## config.mk

```make
export PLATFORM = sky130hd
export DESIGN_NAME = dfa_state_minimizer_flat
export DESIGN_NICKNAME = d
export VERILOG_FILES = /design/src/rtl/core/dsm_pkg.sv /design/src/rtl/core/dsm_if.sv /design/src/rtl/core/dsm_ctrl.sv /design/src/rtl/core/dsm_dpath.sv /design/src/rtl/core/dfa_state_minimizer.sv /design/src/flat_wrapper.sv
export SDC_FILE = /design/constraint.sdc
export NUM_CORES = 2
export LEC_CHECK = 0
export BUFFER_PORTS_ARGS = -buffer_cell sky130_fd_sc_hd__buf_2
export CORE_MARGIN = 8
export CORE_UTILIZATION = 57
export DETAILED_ROUTE_END_ITERATION = 8
export PLACE_DENSITY = 0.76
export SLEW_MARGIN = 20
export SYNTH_ARGS = -nofsm -noshare
export SYNTH_HDL_FRONTEND = slang
export SYNTH_SLANG_ARGS = --single-unit
```

## constraint.sdc

```tcl
create_clock -name clk -period 4.45 [get_ports clk]
set_input_delay 0.2225 -clock clk [delete_from_list [all_inputs] [get_ports clk]]
set_output_delay 0.2225 -clock clk [all_outputs]
set_load 0.05 [all_outputs]
```

## src/rtl/core/dsm_pkg.sv

```systemverilog
// Shared types and constants for the DFA state minimizer.
// Field widths, opcodes, register indexes, controller states and
// the command/status structs between controller and datapath.
package dsm_pkg;

	localparam int STATE_W = 4;
	localparam int SYM_W   = 3;
	localparam int MASK_W  = 16;
	localparam int CFG_W   = 5;
	localparam int NSYM_W  = 4;
	localparam int CIDX_W  = 1;

	typedef enum logic [1:0] {
		OP_SET_FINAL = 2'd0,
		OP_SET_TRANS = 2'd1,
		OP_RUN       = 2'd2
	} op_t;

	typedef enum logic [CIDX_W-1:0] {
		CFG_NUM_STATES  = 1'b0,
		CFG_NUM_SYMBOLS = 1'b1
	} cfg_idx_t;

	typedef enum logic [2:0] {
		ST_IDLE,
		ST_INIT,
		ST_PASS,
		ST_PAIR,
		ST_READ,
		ST_EVAL,
		ST_EMIT
	} state_t;

	typedef struct packed {
		logic load_flag;
		logic load_trans;
		logic init_table;
		logic clr_changed;
		logic rst_pair;
		logic adv_pair;
		logic rst_sym;
		logic adv_sym;
		logic rd_trans;
		logic mark;
		logic rst_row;
		logic emit_row;
	} cmd_t;

	typedef struct packed {
		logic pair_marked;
		logic split;
		logic sym_last;
		logic no_syms;
		logic pair_last;
		logic no_pairs;
		logic changed;
		logic row_last;
		logic out_free;
	} sts_t;

endpackage

```

## src/rtl/core/dsm_if.sv

```systemverilog
// Valid/ready channel interfaces of the DFA state minimizer.
// Depends on dsm_pkg for the field widths.
interface dsm_item_if;
	import dsm_pkg::*;
	logic               valid;
	logic               ready;
	logic [1:0]         opcode;
	logic [STATE_W-1:0] state_index;
	logic [SYM_W-1:0]   symbol_index;
	logic [STATE_W-1:0] target_state;
	logic               final_flag;

	modport source (output valid, opcode, state_index, symbol_index, target_state,
		final_flag, input ready);
	modport sink (input valid, opcode, state_index, symbol_index, target_state,
		final_flag, output ready);
endinterface

interface dsm_row_if;
	import dsm_pkg::*;
	logic               valid;
	logic               ready;
	logic [STATE_W-1:0] row_state;
	logic [MASK_W-1:0]  equivalent_mask;
	logic               last;

	modport source (output valid, row_state, equivalent_mask, last, input ready);
	modport sink (input valid, row_state, equivalent_mask, last, output ready);
endinterface

```

## src/rtl/core/dsm_ctrl.sv

```systemverilog
// Controller FSM of the DFA state minimizer: load decode, pass/pair/symbol
// sequencing and row emission. Depends on dsm_pkg.
module dsm_ctrl (
	input  logic          clk,
	input  logic          arst_n,
	input  logic          item_valid,
	input  logic [1:0]    opcode,
	output logic          item_ready,
	input  dsm_pkg::sts_t sts,
	output dsm_pkg::cmd_t cmd
);
	import dsm_pkg::*;

	state_t state_q, state_nx, after_pair;
	logic   marking;

	always_ff @(posedge clk or negedge arst_n) begin
		if (!arst_n) begin
			state_q <= ST_IDLE;
		end else begin
			state_q <= state_nx;
		end
	end

	assign marking = (state_q == ST_EVAL) && sts.split;

	always_comb begin
		after_pair = ST_PAIR;
		if (sts.pair_last) begin
			after_pair = (sts.changed || marking) ? ST_PASS : ST_EMIT;
		end
	end

	always_comb begin
		state_nx   = state_q;
		cmd        = '0;
		item_ready = 1'b0;
		unique case (state_q)
			ST_IDLE: begin
				item_ready = 1'b1;
				if (item_valid) begin
					unique case (opcode)
						OP_SET_FINAL: cmd.load_flag  = 1'b1;
						OP_SET_TRANS: cmd.load_trans = 1'b1;
						OP_RUN:       state_nx       = ST_INIT;
						default:      ;
					endcase
				end
			end
			ST_INIT: begin
				cmd.init_table = 1'b1;
				state_nx       = ST_PASS;
			end
			ST_PASS: begin
				cmd.clr_changed = 1'b1;
				cmd.rst_pair    = 1'b1;
				cmd.rst_row     = 1'b1;
				state_nx        = sts.no_pairs ? ST_EMIT : ST_PAIR;
			end
			ST_PAIR: begin
				cmd.rst_sym = 1'b1;
				if (sts.pair_marked || sts.no_syms) begin
					cmd.adv_pair = 1'b1;
					state_nx     = after_pair;
				end else begin
					state_nx = ST_READ;
				end
			end
			ST_READ: begin
				cmd.rd_trans = 1'b1;
				state_nx     = ST_EVAL;
			end
			ST_EVAL: begin
				if (sts.split) begin
					cmd.mark     = 1'b1;
					cmd.adv_pair = 1'b1;
					state_nx     = after_pair;
				end else if (sts.sym_last) begin
					cmd.adv_pair = 1'b1;
					state_nx     = after_pair;
				end else begin
					cmd.adv_sym = 1'b1;
					state_nx    = ST_READ;
				end
			end
			ST_EMIT: begin
				if (sts.out_free) begin
					cmd.emit_row = 1'b1;
					if (sts.row_last) begin
						state_nx = ST_IDLE;
					end
				end
			end
			default: state_nx = ST_IDLE;
		endcase
	end

	a_eval_after_read: assert property (@(posedge clk) disable iff (!arst_n)
		state_q == ST_EVAL |-> $past(state_q) == ST_READ)
		else $error("evaluation without a preceding transition read");

	a_emit_ends_run: assert property (@(posedge clk) disable iff (!arst_n)
		cmd.emit_row && sts.row_last |=> state_q == ST_IDLE)
		else $error("run did not end after its final row");

	a_pass_restart_needs_mark: assert property (@(posedge clk) disable iff (!arst_n)
		state_q == ST_PASS && $past(state_q) != ST_INIT |-> $past(sts.changed || marking))
		else $error("new pass started after a pass that marked nothing");

endmodule

```

## src/rtl/core/dsm_dpath.sv

```systemverilog
// Datapath of the DFA state minimizer: config registers, accepting flags,
// transition memory, distinguishability table, counters, output register.
// Depends on dsm_pkg and dsm_if; driven by dsm_ctrl through cmd_t.
module dsm_dpath #(
	parameter int MAX_STATES  = 16,
	parameter int MAX_SYMBOLS = 8
) (
	input  logic                         clk,
	input  logic                         arst_n,
	input  logic                         cfg_we,
	input  logic [dsm_pkg::CIDX_W-1:0]   cfg_index,
	input  logic [dsm_pkg::CFG_W-1:0]    cfg_wdata,
	input  logic [dsm_pkg::STATE_W-1:0]  state_index,
	input  logic [dsm_pkg::SYM_W-1:0]    symbol_index,
	input  logic [dsm_pkg::STATE_W-1:0]  target_state,
	input  logic                         final_flag,
	input  dsm_pkg::cmd_t                cmd,
	output dsm_pkg::sts_t                sts,
	dsm_row_if.source                    rows
);
	import dsm_pkg::*;

	localparam int SW    = $clog2(MAX_STATES);
	localparam int YW    = (MAX_SYMBOLS > 1) ? $clog2(MAX_SYMBOLS) : 1;
	localparam int MW    = $clog2(MAX_SYMBOLS + 1);
	localparam int AW    = SW + YW;
	localparam int DEPTH = 1 << AW;
	localparam int CW    = (SW > STATE_W) ? SW : STATE_W;

	logic [CFG_W-1:0]      num_states_q;
	logic [NSYM_W-1:0]     num_symbols_q;
	logic [MAX_STATES-1:0] flags_q;
	logic [DEPTH-1:0]      present_q;
	logic [STATE_W-1:0]    trans_mem [DEPTH];
	logic [MAX_STATES-1:0] dist_q [MAX_STATES];
	logic [SW-1:0]         i_q, j_q, r_q;
	logic [YW-1:0]         c_q;
	logic [STATE_W-1:0]    ta_q, tb_q;
	logic                  pa_raw_q, pb_raw_q;
	logic                  changed_q;
	logic                  out_valid_q;
	logic [STATE_W-1:0]    row_q;
	logic [MASK_W-1:0]     mask_q;
	logic                  last_q;

	logic [SW-1:0]         n_m1, rows_m1;
	logic [MW-1:0]         m_eff;
	logic                  load_ok, trans_ok;
	logic [AW-1:0]         wr_addr;
	logic                  pa, pb, succ_marked;
	logic [MASK_W-1:0]     mask;

	// configuration
	always_ff @(posedge clk or negedge arst_n) begin
		if (!arst_n) begin
			num_states_q  <= CFG_W'(1);
			num_symbols_q <= NSYM_W'(2);
		end else if (cfg_we) begin
			unique case (cfg_idx_t'(cfg_index))
				CFG_NUM_STATES:  num_states_q  <= cfg_wdata;
				CFG_NUM_SYMBOLS: num_symbols_q <= cfg_wdata[NSYM_W-1:0];
				default:         ;
			endcase
		end
	end

	always_comb begin
		if (num_states_q == '0) begin
			n_m1 = '0;
		end else if (32'(num_states_q) > MAX_STATES) begin
			n_m1 = SW'(MAX_STATES - 1);
		end else begin
			n_m1 = SW'(num_states_q - CFG_W'(1));
		end
		if (32'(n_m1) > MASK_W - 1) begin
			rows_m1 = SW'(MASK_W - 1);
		end else begin
			rows_m1 = n_m1;
		end
		if (32'(num_symbols_q) > MAX_SYMBOLS) begin
			m_eff = MW'(MAX_SYMBOLS);
		end else begin
			m_eff = MW'(num_symbols_q);
		end
	end

	// loading
	assign load_ok  = 32'(state_index) < MAX_STATES;
	assign trans_ok = load_ok && (32'(symbol_index) < MAX_SYMBOLS);
	assign wr_addr  = {SW'(state_index), YW'(symbol_index)};

	always_ff @(posedge clk or negedge arst_n) begin
		if (!arst_n) begin
			flags_q   <= '0;
			present_q <= '0;
		end else begin
			if (cmd.load_flag && load_ok) begin
				flags_q[SW'(state_index)] <= final_flag;
			end
			if (cmd.load_trans && trans_ok) begin
				present_q[wr_addr] <= 1'b1;
			end
		end
	end

	always_ff @(posedge clk) begin
		if (cmd.load_trans && trans_ok) begin
			trans_mem[wr_addr] <= target_state;
		end
		if (cmd.rd_trans) begin
			ta_q     <= trans_mem[{i_q, c_q}];
			tb_q     <= trans_mem[{j_q, c_q}];
			pa_raw_q <= present_q[{i_q, c_q}];
			pb_raw_q <= present_q[{j_q, c_q}];
		end
	end

	// pair evaluation on one symbol
	assign pa          = pa_raw_q && (CW'(ta_q) <= CW'(n_m1));
	assign pb          = pb_raw_q && (CW'(tb_q) <= CW'(n_m1));
	assign succ_marked = dist_q[SW'(ta_q)][SW'(tb_q)];

	// distinguishability table
	always_ff @(posedge clk) begin
		if (cmd.init_table) begin
			for (int a = 0; a < MAX_STATES; a++) begin
				for (int b = 0; b < MAX_STATES; b++) begin
					dist_q[a][b] <= flags_q[a] ^ flags_q[b];
				end
			end
		end else if (cmd.mark) begin
			dist_q[i_q][j_q] <= 1'b1;
			dist_q[j_q][i_q] <= 1'b1;
		end
	end

	// counters
	always_ff @(posedge clk or negedge arst_n) begin
		if (!arst_n) begin
			i_q       <= '0;
			j_q       <= '0;
			c_q       <= '0;
			r_q       <= '0;
			changed_q <= 1'b0;
		end else begin
			if (cmd.rst_pair) begin
				i_q <= '0;
				j_q <= SW'(1);
			end else if (cmd.adv_pair) begin
				if (j_q == n_m1) begin
					i_q <= i_q + SW'(1);
					j_q <= i_q + SW'(2);
				end else begin
					j_q <= j_q + SW'(1);
				end
			end
			if (cmd.rst_sym) begin
				c_q <= '0;
			end else if (cmd.adv_sym) begin
				c_q <= c_q + YW'(1);
			end
			if (cmd.rst_row) begin
				r_q <= '0;
			end else if (cmd.emit_row) begin
				r_q <= r_q + SW'(1);
			end
			if (cmd.clr_changed) begin
				changed_q <= 1'b0;
			end else if (cmd.mark) begin
				changed_q <= 1'b1;
			end
		end
	end

	// row mask
	always_comb begin
		for (int k = 0; k < MASK_W; k++) begin
			mask[k] = 1'b0;
			if (k < MAX_STATES) begin
				if (32'(r_q) < k && k <= 32'(n_m1)) begin
					mask[k] = !dist_q[r_q][SW'(k)];
				end
			end
		end
	end

	// output register
	always_ff @(posedge clk or negedge arst_n) begin
		if (!arst_n) begin
			out_valid_q <= 1'b0;
		end else if (cmd.emit_row) begin
			out_valid_q <= 1'b1;
		end else if (rows.ready) begin
			out_valid_q <= 1'b0;
		end
	end

	always_ff @(posedge clk) begin
		if (cmd.emit_row) begin
			row_q  <= STATE_W'(r_q);
			mask_q <= mask;
			last_q <= (r_q == rows_m1);
		end
	end

	assign rows.valid           = out_valid_q;
	assign rows.row_state       = row_q;
	assign rows.equivalent_mask = mask_q;
	assign rows.last            = last_q;

	assign sts.pair_marked = dist_q[i_q][j_q];
	assign sts.split       = (pa != pb) || (pa && pb && (ta_q != tb_q) && succ_marked);
	assign sts.sym_last    = (MW'(c_q) + MW'(1)) == m_eff;
	assign sts.no_syms     = (m_eff == '0);
	assign sts.pair_last   = (j_q == n_m1) && (i_q == n_m1 - SW'(1));
	assign sts.no_pairs    = (n_m1 == '0);
	assign sts.changed     = changed_q;
	assign sts.row_last    = (r_q == rows_m1);
	assign sts.out_free    = !out_valid_q || rows.ready;

	a_mark_fresh_pair: assert property (@(posedge clk) disable iff (!arst_n)
		cmd.mark |-> !dist_q[i_q][j_q] && (i_q < j_q))
		else $error("marking a pair that is already marked or misordered");

	a_read_in_range: assert property (@(posedge clk) disable iff (!arst_n)
		cmd.rd_trans |-> (i_q < j_q) && (j_q <= n_m1))
		else $error("transition read for a pair outside the states in use");

	a_no_row_overwrite: assert property (@(posedge clk) disable iff (!arst_n)
		cmd.emit_row |-> !out_valid_q || rows.ready)
		else $error("row register overwritten before it was taken");

	a_mark_sets_changed: assert property (@(posedge clk) disable iff (!arst_n)
		cmd.mark && !cmd.clr_changed |=> changed_q)
		else $error("mark did not raise the pass change flag");

endmodule

```

## src/rtl/core/dfa_state_minimizer.sv

```systemverilog
// DFA state minimizer, table-filling method. Load items (final flag or
// transition) are taken one per cycle while idle and produce nothing. A run item
// occupies the block, which then accepts no item until its last row has
// entered the output register: the table is first seeded from the accepting
// flags, then repeated passes run over all state pairs of the states in use,
// each pass having a restart step, a step for every pair and, for each symbol
// examined on an unmarked pair, a transition memory read, then evaluation
// in the single shared pair evaluator. Passes repeat until one marks nothing,
// so a run takes at most n(n-1)/2 + 1 passes. One row per state in use (at
// most 16) then leaves through the output register, one per cycle when not
// stalled.
// Depends on dsm_pkg, dsm_if, dsm_ctrl and dsm_dpath.
module dfa_state_minimizer #(
	parameter int MAX_STATES  = 16,
	parameter int MAX_SYMBOLS = 8
) (
	input  logic                        clk,
	input  logic                        arst_n,
	input  logic                        cfg_we,
	input  logic [dsm_pkg::CIDX_W-1:0]  cfg_index,
	input  logic [dsm_pkg::CFG_W-1:0]   cfg_wdata,
	dsm_item_if.sink                    items,
	dsm_row_if.source                   rows
);
	import dsm_pkg::*;

	cmd_t cmd;
	sts_t sts;
	logic item_ready;

	assign items.ready = item_ready;

	dsm_ctrl u_ctrl (
		.clk        (clk),
		.arst_n     (arst_n),
		.item_valid (items.valid),
		.opcode     (items.opcode),
		.item_ready (item_ready),
		.sts        (sts),
		.cmd        (cmd)
	);

	dsm_dpath #(
		.MAX_STATES  (MAX_STATES),
		.MAX_SYMBOLS (MAX_SYMBOLS)
	) u_dpath (
		.clk          (clk),
		.arst_n       (arst_n),
		.cfg_we       (cfg_we),
		.cfg_index    (cfg_index),
		.cfg_wdata    (cfg_wdata),
		.state_index  (items.state_index),
		.symbol_index (items.symbol_index),
		.target_state (items.target_state),
		.final_flag   (items.final_flag),
		.cmd          (cmd),
		.sts          (sts),
		.rows         (rows)
	);

endmodule
```

## src/flat_wrapper.sv

```systemverilog
// flat-port wrapper written by rule: the top's interface ports become plain ports
module dfa_state_minimizer_flat import dsm_pkg::*;
#(
	parameter int MAX_STATES  = 16,
	parameter int MAX_SYMBOLS = 8
)
  (clk, arst_n, cfg_we, cfg_index, cfg_wdata, items_valid, items_opcode, items_state_index, items_symbol_index, items_target_state, items_final_flag, items_ready, rows_valid, rows_row_state, rows_equivalent_mask, rows_last, rows_ready);
  dsm_item_if items_i ();
  dsm_row_if rows_i ();
  input  logic clk;
  input  logic arst_n;
  input  logic cfg_we;
  input  logic [dsm_pkg::CIDX_W-1:0] cfg_index;
  input  logic [dsm_pkg::CFG_W-1:0] cfg_wdata;
  input wire logic [$bits(items_i.valid)-1:0] items_valid;
  input wire logic [$bits(items_i.opcode)-1:0] items_opcode;
  input wire logic [$bits(items_i.state_index)-1:0] items_state_index;
  input wire logic [$bits(items_i.symbol_index)-1:0] items_symbol_index;
  input wire logic [$bits(items_i.target_state)-1:0] items_target_state;
  input wire logic [$bits(items_i.final_flag)-1:0] items_final_flag;
  output wire logic [$bits(items_i.ready)-1:0] items_ready;
  output wire logic [$bits(rows_i.valid)-1:0] rows_valid;
  output wire logic [$bits(rows_i.row_state)-1:0] rows_row_state;
  output wire logic [$bits(rows_i.equivalent_mask)-1:0] rows_equivalent_mask;
  output wire logic [$bits(rows_i.last)-1:0] rows_last;
  input wire logic [$bits(rows_i.ready)-1:0] rows_ready;
  assign items_i.valid = items_valid;
  assign items_i.opcode = items_opcode;
  assign items_i.state_index = items_state_index;
  assign items_i.symbol_index = items_symbol_index;
  assign items_i.target_state = items_target_state;
  assign items_i.final_flag = items_final_flag;
  assign items_ready = items_i.ready;
  assign rows_valid = rows_i.valid;
  assign rows_row_state = rows_i.row_state;
  assign rows_equivalent_mask = rows_i.equivalent_mask;
  assign rows_last = rows_i.last;
  assign rows_i.ready = rows_ready;
  dfa_state_minimizer #(.MAX_STATES(MAX_STATES), .MAX_SYMBOLS(MAX_SYMBOLS)) u_core (.clk(clk), .arst_n(arst_n), .cfg_we(cfg_we), .cfg_index(cfg_index), .cfg_wdata(cfg_wdata), .items(items_i), .rows(rows_i));
endmodule
```

==> key figures <==
Global routing
  – Largest net degree at the start of global routing: 93
  – Global-route wire length before repair: 203000 um
  – Total gr overflow: 0
  – Number of global-route vias before repair: 31600
  – Total GRT Usage: 0.298
  – Initial antenna violation count: 2

Worst setup path
  – CP max FO: 11
  – R2R Setup Slk: 30 ps
  – Crit path kind: reg -> reg
  – Startpoint types: flop
  – Slowest cell on crit path: dfstp_2
  – Worst-case reg-to-reg path depth: 24
  – Worst Setup End Kind: flop
  – CP required: 4970 ps
  – CP max stage delay: approximately 530 ps
  – CP Cell Sequence: inv_1 -> ha_2 -> buf_4 -> nor2b_1 -> a211oi_2 -> buf_6 -> ha_4 -> o21ai_1 -> nand2b_1 -> a21oi_2 -> a41oi_2 -> nor2b_1 -> ha_1 -> nor2_2 -> o21ai_1 -> nor3_1 -> nand4_1 -> nand3_2 -> nor2_4 -> buf_12 -> nand2_8 -> buf_12 -> buf_8 -> o221ai_1
  – Worst Path Arrival: 4930 ps
  – Reg-to-Reg Start: u_core.u_dpath.num_states_q[0]
  – Reg2reg end: u_core.u_dpath.dist_q[12][14]

Synthesis
  – Post-synth top area cell: edfxtp_1
  – Cells after synthesis: ~3300
  – Synth unique cells: 83
  – Top_reg_cell synth: edfxtp_1
  – Number of synthesized flops with an enable pin: 534
  – Top-count cell post-synth: edfxtp_1
  – Area contributors post-synth: edfxtp_1 (35%), mux4_2 (17%), dfxtp_1 (11%)
  – Yosys warns: 0
  – Mapped Area: 0.0454 mm^2
  – Register area share after synthesis: 0.561
  – Syn_area_per_cell: 13.8 um^2
  – Post-synth top area share: 0.353
  – Seq cells post-synth: roughly 960
  – Ys async rst share: 0.180
  – Post-synth top cells: edfxtp_1 (534), mux4_2 (340), nor2_1 (280), dfxtp_1 (256), nand2_1 (221)

Routing
  – First drt pass iteration count: 8
  – Via count: 32000
  – DRT antenna net count: 0
  – Drt total wl: 141000 um
  – DR iter-0 viols: 4444
  – Vias per cell: roughly 7
  – DRC Markers: 0
  – Wirelength per Cell: 31.5 um

STA
  – Final setup fails: 0
  – Crit path time final: 4420 ps
  – Setup WS post-layout: 32.1 ps
  – Fmax: 0.226 GHz
  – Final Slew Violations: 0
  – Final clock period utilization by the worst path: 0.993
  – Max_slew headroom: 0.183
  – Final Hold Viols: 0
  – Setup Skew: 57.4 ps
  – Worst-Margin Slew: 1220 ps

Layout
  – Nets: 3405
  – Syn-to-layout area delta: 13.4%
  – Multi-input gate area: around 0.019 mm^2
  – Layout cells sized above 1: 0.297
  – Fillers: 5291
  – FF+latch area: 0.0255 mm^2

Place
  – Routability cong.: 0.991
  – I/O Buffers: 38
  – Post-DP HPWL: 86800 um
  – Pre-CTS setup slack: -14.4 ps

Hold path
  – Hold EP: u_core.u_dpath.flags_q[0]
  – HP Class: in -> reg
  – Worst hold stages: 4
  – HP Start: items_state_index[3]

Power
  – VDD IR-drop max: between 500 and 600 uV
  – PD cells: 573 mW/mm^2
  – Leak: 18.1 nW
  – Total power: 29.5 mW

Floorplanning
  – # IOs: between 40 and 50
  – Die width: 298 um
  – Initial Utilization: 0.575
  – Num rows: 103
  – Chip height: 298 um
  – Core box area: 0.0790 mm^2
  – Die Area: approximately 0.09 mm^2

Run
  – Max cap viols: 0

Clock network
  – CTS tree: yes
  – Reg clk slew, reported paths: 70 ps
  – Sink Count: 963
  – Clk root buf: clkbuf_16
  – Skew-Pair Late Insertion Delay: 700 ps
  – H-tree lvl count: 3
  – CTS Buf Count: between 90 and 100
  – Clk buf depth: 3

Run status
  – Status: finished, final reports clean
==> through the flow <==
stage	hold WS [ps]	cells	utilization	area (um^2)	setup TNS, ps
6_report	30.3	4487	0.652	51500	0
5_1_grt	45.3	4485	0.652	51500	-1160
4_1_cts	19.5	4442	0.639	50500	0
2_1_floorplan	-73.1	3310	-	45500	0
3_3_place_gp	297	4249	0.595	47000	0
3_5_place_dp	313	4249	0.595	47000	-14.4
==> area by class of cell <==
type	count	share of cell area
Timing Repair Buffer	222	0.0475
Tap cell	1050	0.0255
Clock buffer	136	0.0529
Multi-Input combinational cell	2044	0.366
Sequential cell	963	0.495
Inverter	26	0.00194
Antenna cell	2	0.0000971
Clock inverter	44	0.0110
==> cells in the final DEF (no fill, tap or decap), types with 27 or more instances in the layout <==
cell / n
buf_2: 33
xnor2_1: 100
xor2_1: 43
clkbuf_16: 118
mux4_2: 340
o21ai_0: 198
o22ai_1: 77
buf_4: 111
o221ai_1: 162
dfxtp_1: 256
a22oi_1: 27
nand3_1: 52
edfxtp_1: 534
mux2_2: 117
dfrtp_1: 162
nor2_1: 279
nand2_1: 216
or2_2: 131
==> worst max-delay path by stage <==
stage,from,end,slack (ps)
3_3_place_gp,u_core.u_dpath.num_states_q[0],u_core.u_ctrl.state_q[0],50
3_5_place_dp,u_core.u_dpath.num_states_q[0],u_core.u_ctrl.state_q[0],-10
4_1_cts,u_core.u_dpath.num_states_q[0],u_core.u_dpath.dist_q[7][14],6
6_report,u_core.u_dpath.num_states_q[0],u_core.u_dpath.dist_q[12][14],30
5_1_grt,u_core.u_dpath.num_states_q[0],u_core.u_dpath.dist_q[8][14],-70
2_1_floorplan,u_core.u_dpath.num_states_q[0],u_core.u_dpath.c_q[2],230
==> power breakdown <==
| part | internal, mW | switching [mW] | leakage [nW] | total, mW |
|---|---|---|---|---|
| Clock | 4.88 | 3.57 | 1.62 | 8.45 |
| Sequential | 10.8 | 1.68 | 9.32 | 12.5 |
| Combinational | 4.21 | 4.36 | 7.19 | 8.57 |
==> critical path, delay by kind of cell (launching register included) <==
| family | cells | cell delay [ps] |
|---|---|---|
| flip-flops | 1 | 530 |
| AND/OR/NAND/NOR | 9 | 1300 |
| buffers and inverters | 6 | 940 |
| adder cells (fa/ha/maj) | 3 | 690 |
| AO/OA/AOI/OAI | 6 | 780 |
==> state kept, by name, indices dropped and copies added (netlist names), 5 cells and up <==
register,cells
u_core.u_dpath.present_q,128
u_core.u_dpath.trans_mem,512
u_core.u_dpath.dist_q,256
u_core.u_dpath.rows.equivalent_mask,7
u_core.u_dpath.num_states_q,5
u_core.u_dpath.flags_q,16
==> layer usage <==
metal	share of wire	global-route usage	wire length (um)	up-vias
met5	0.000092	0	13	-
met4	0.075	0.170	10500	2
met3	0.12	0.0655	16500	681
met2	0.46	0.471	65100	2524
met1	0.35	0.381	49100	15900
li1	-	-	-	12900
==> cells by family (layout without fill, tap and decap cells) <==
group / count (synthesis) / count (layout) / synth area share
AND/OR/NAND/NOR: 814 / 816 / 0.0840
XOR/XNOR: 144 / 144 / 0.0281
AO/OA/AOI/OAI: 573 / 574 / 0.0865
flip-flops: 963 / 963 / 0.561
buffers and inverters: 306 / 428 / 0.0315
multiplexers: 472 / 472 / 0.201
other: 1 / 11 / 0.0000825
adder cells (fa/ha/maj): 29 / 29 / 0.00788
==> what timing repair did <==
| action | in CTS | in global routing |
|---|---|---|
| setup buffers | 0 | 12 |
| cloned | 0 | 31 |
| setup endpoints to repair | 22 | 270 |
| endpoints found under the hold margin | 90 | 0 |
| hold buffers | 13 | 0 |
| pin swaps | 1 | 18 |
| gates resized for setup | 4 | 55 |
Note: power is estimated with default switching activity, not from simulation.
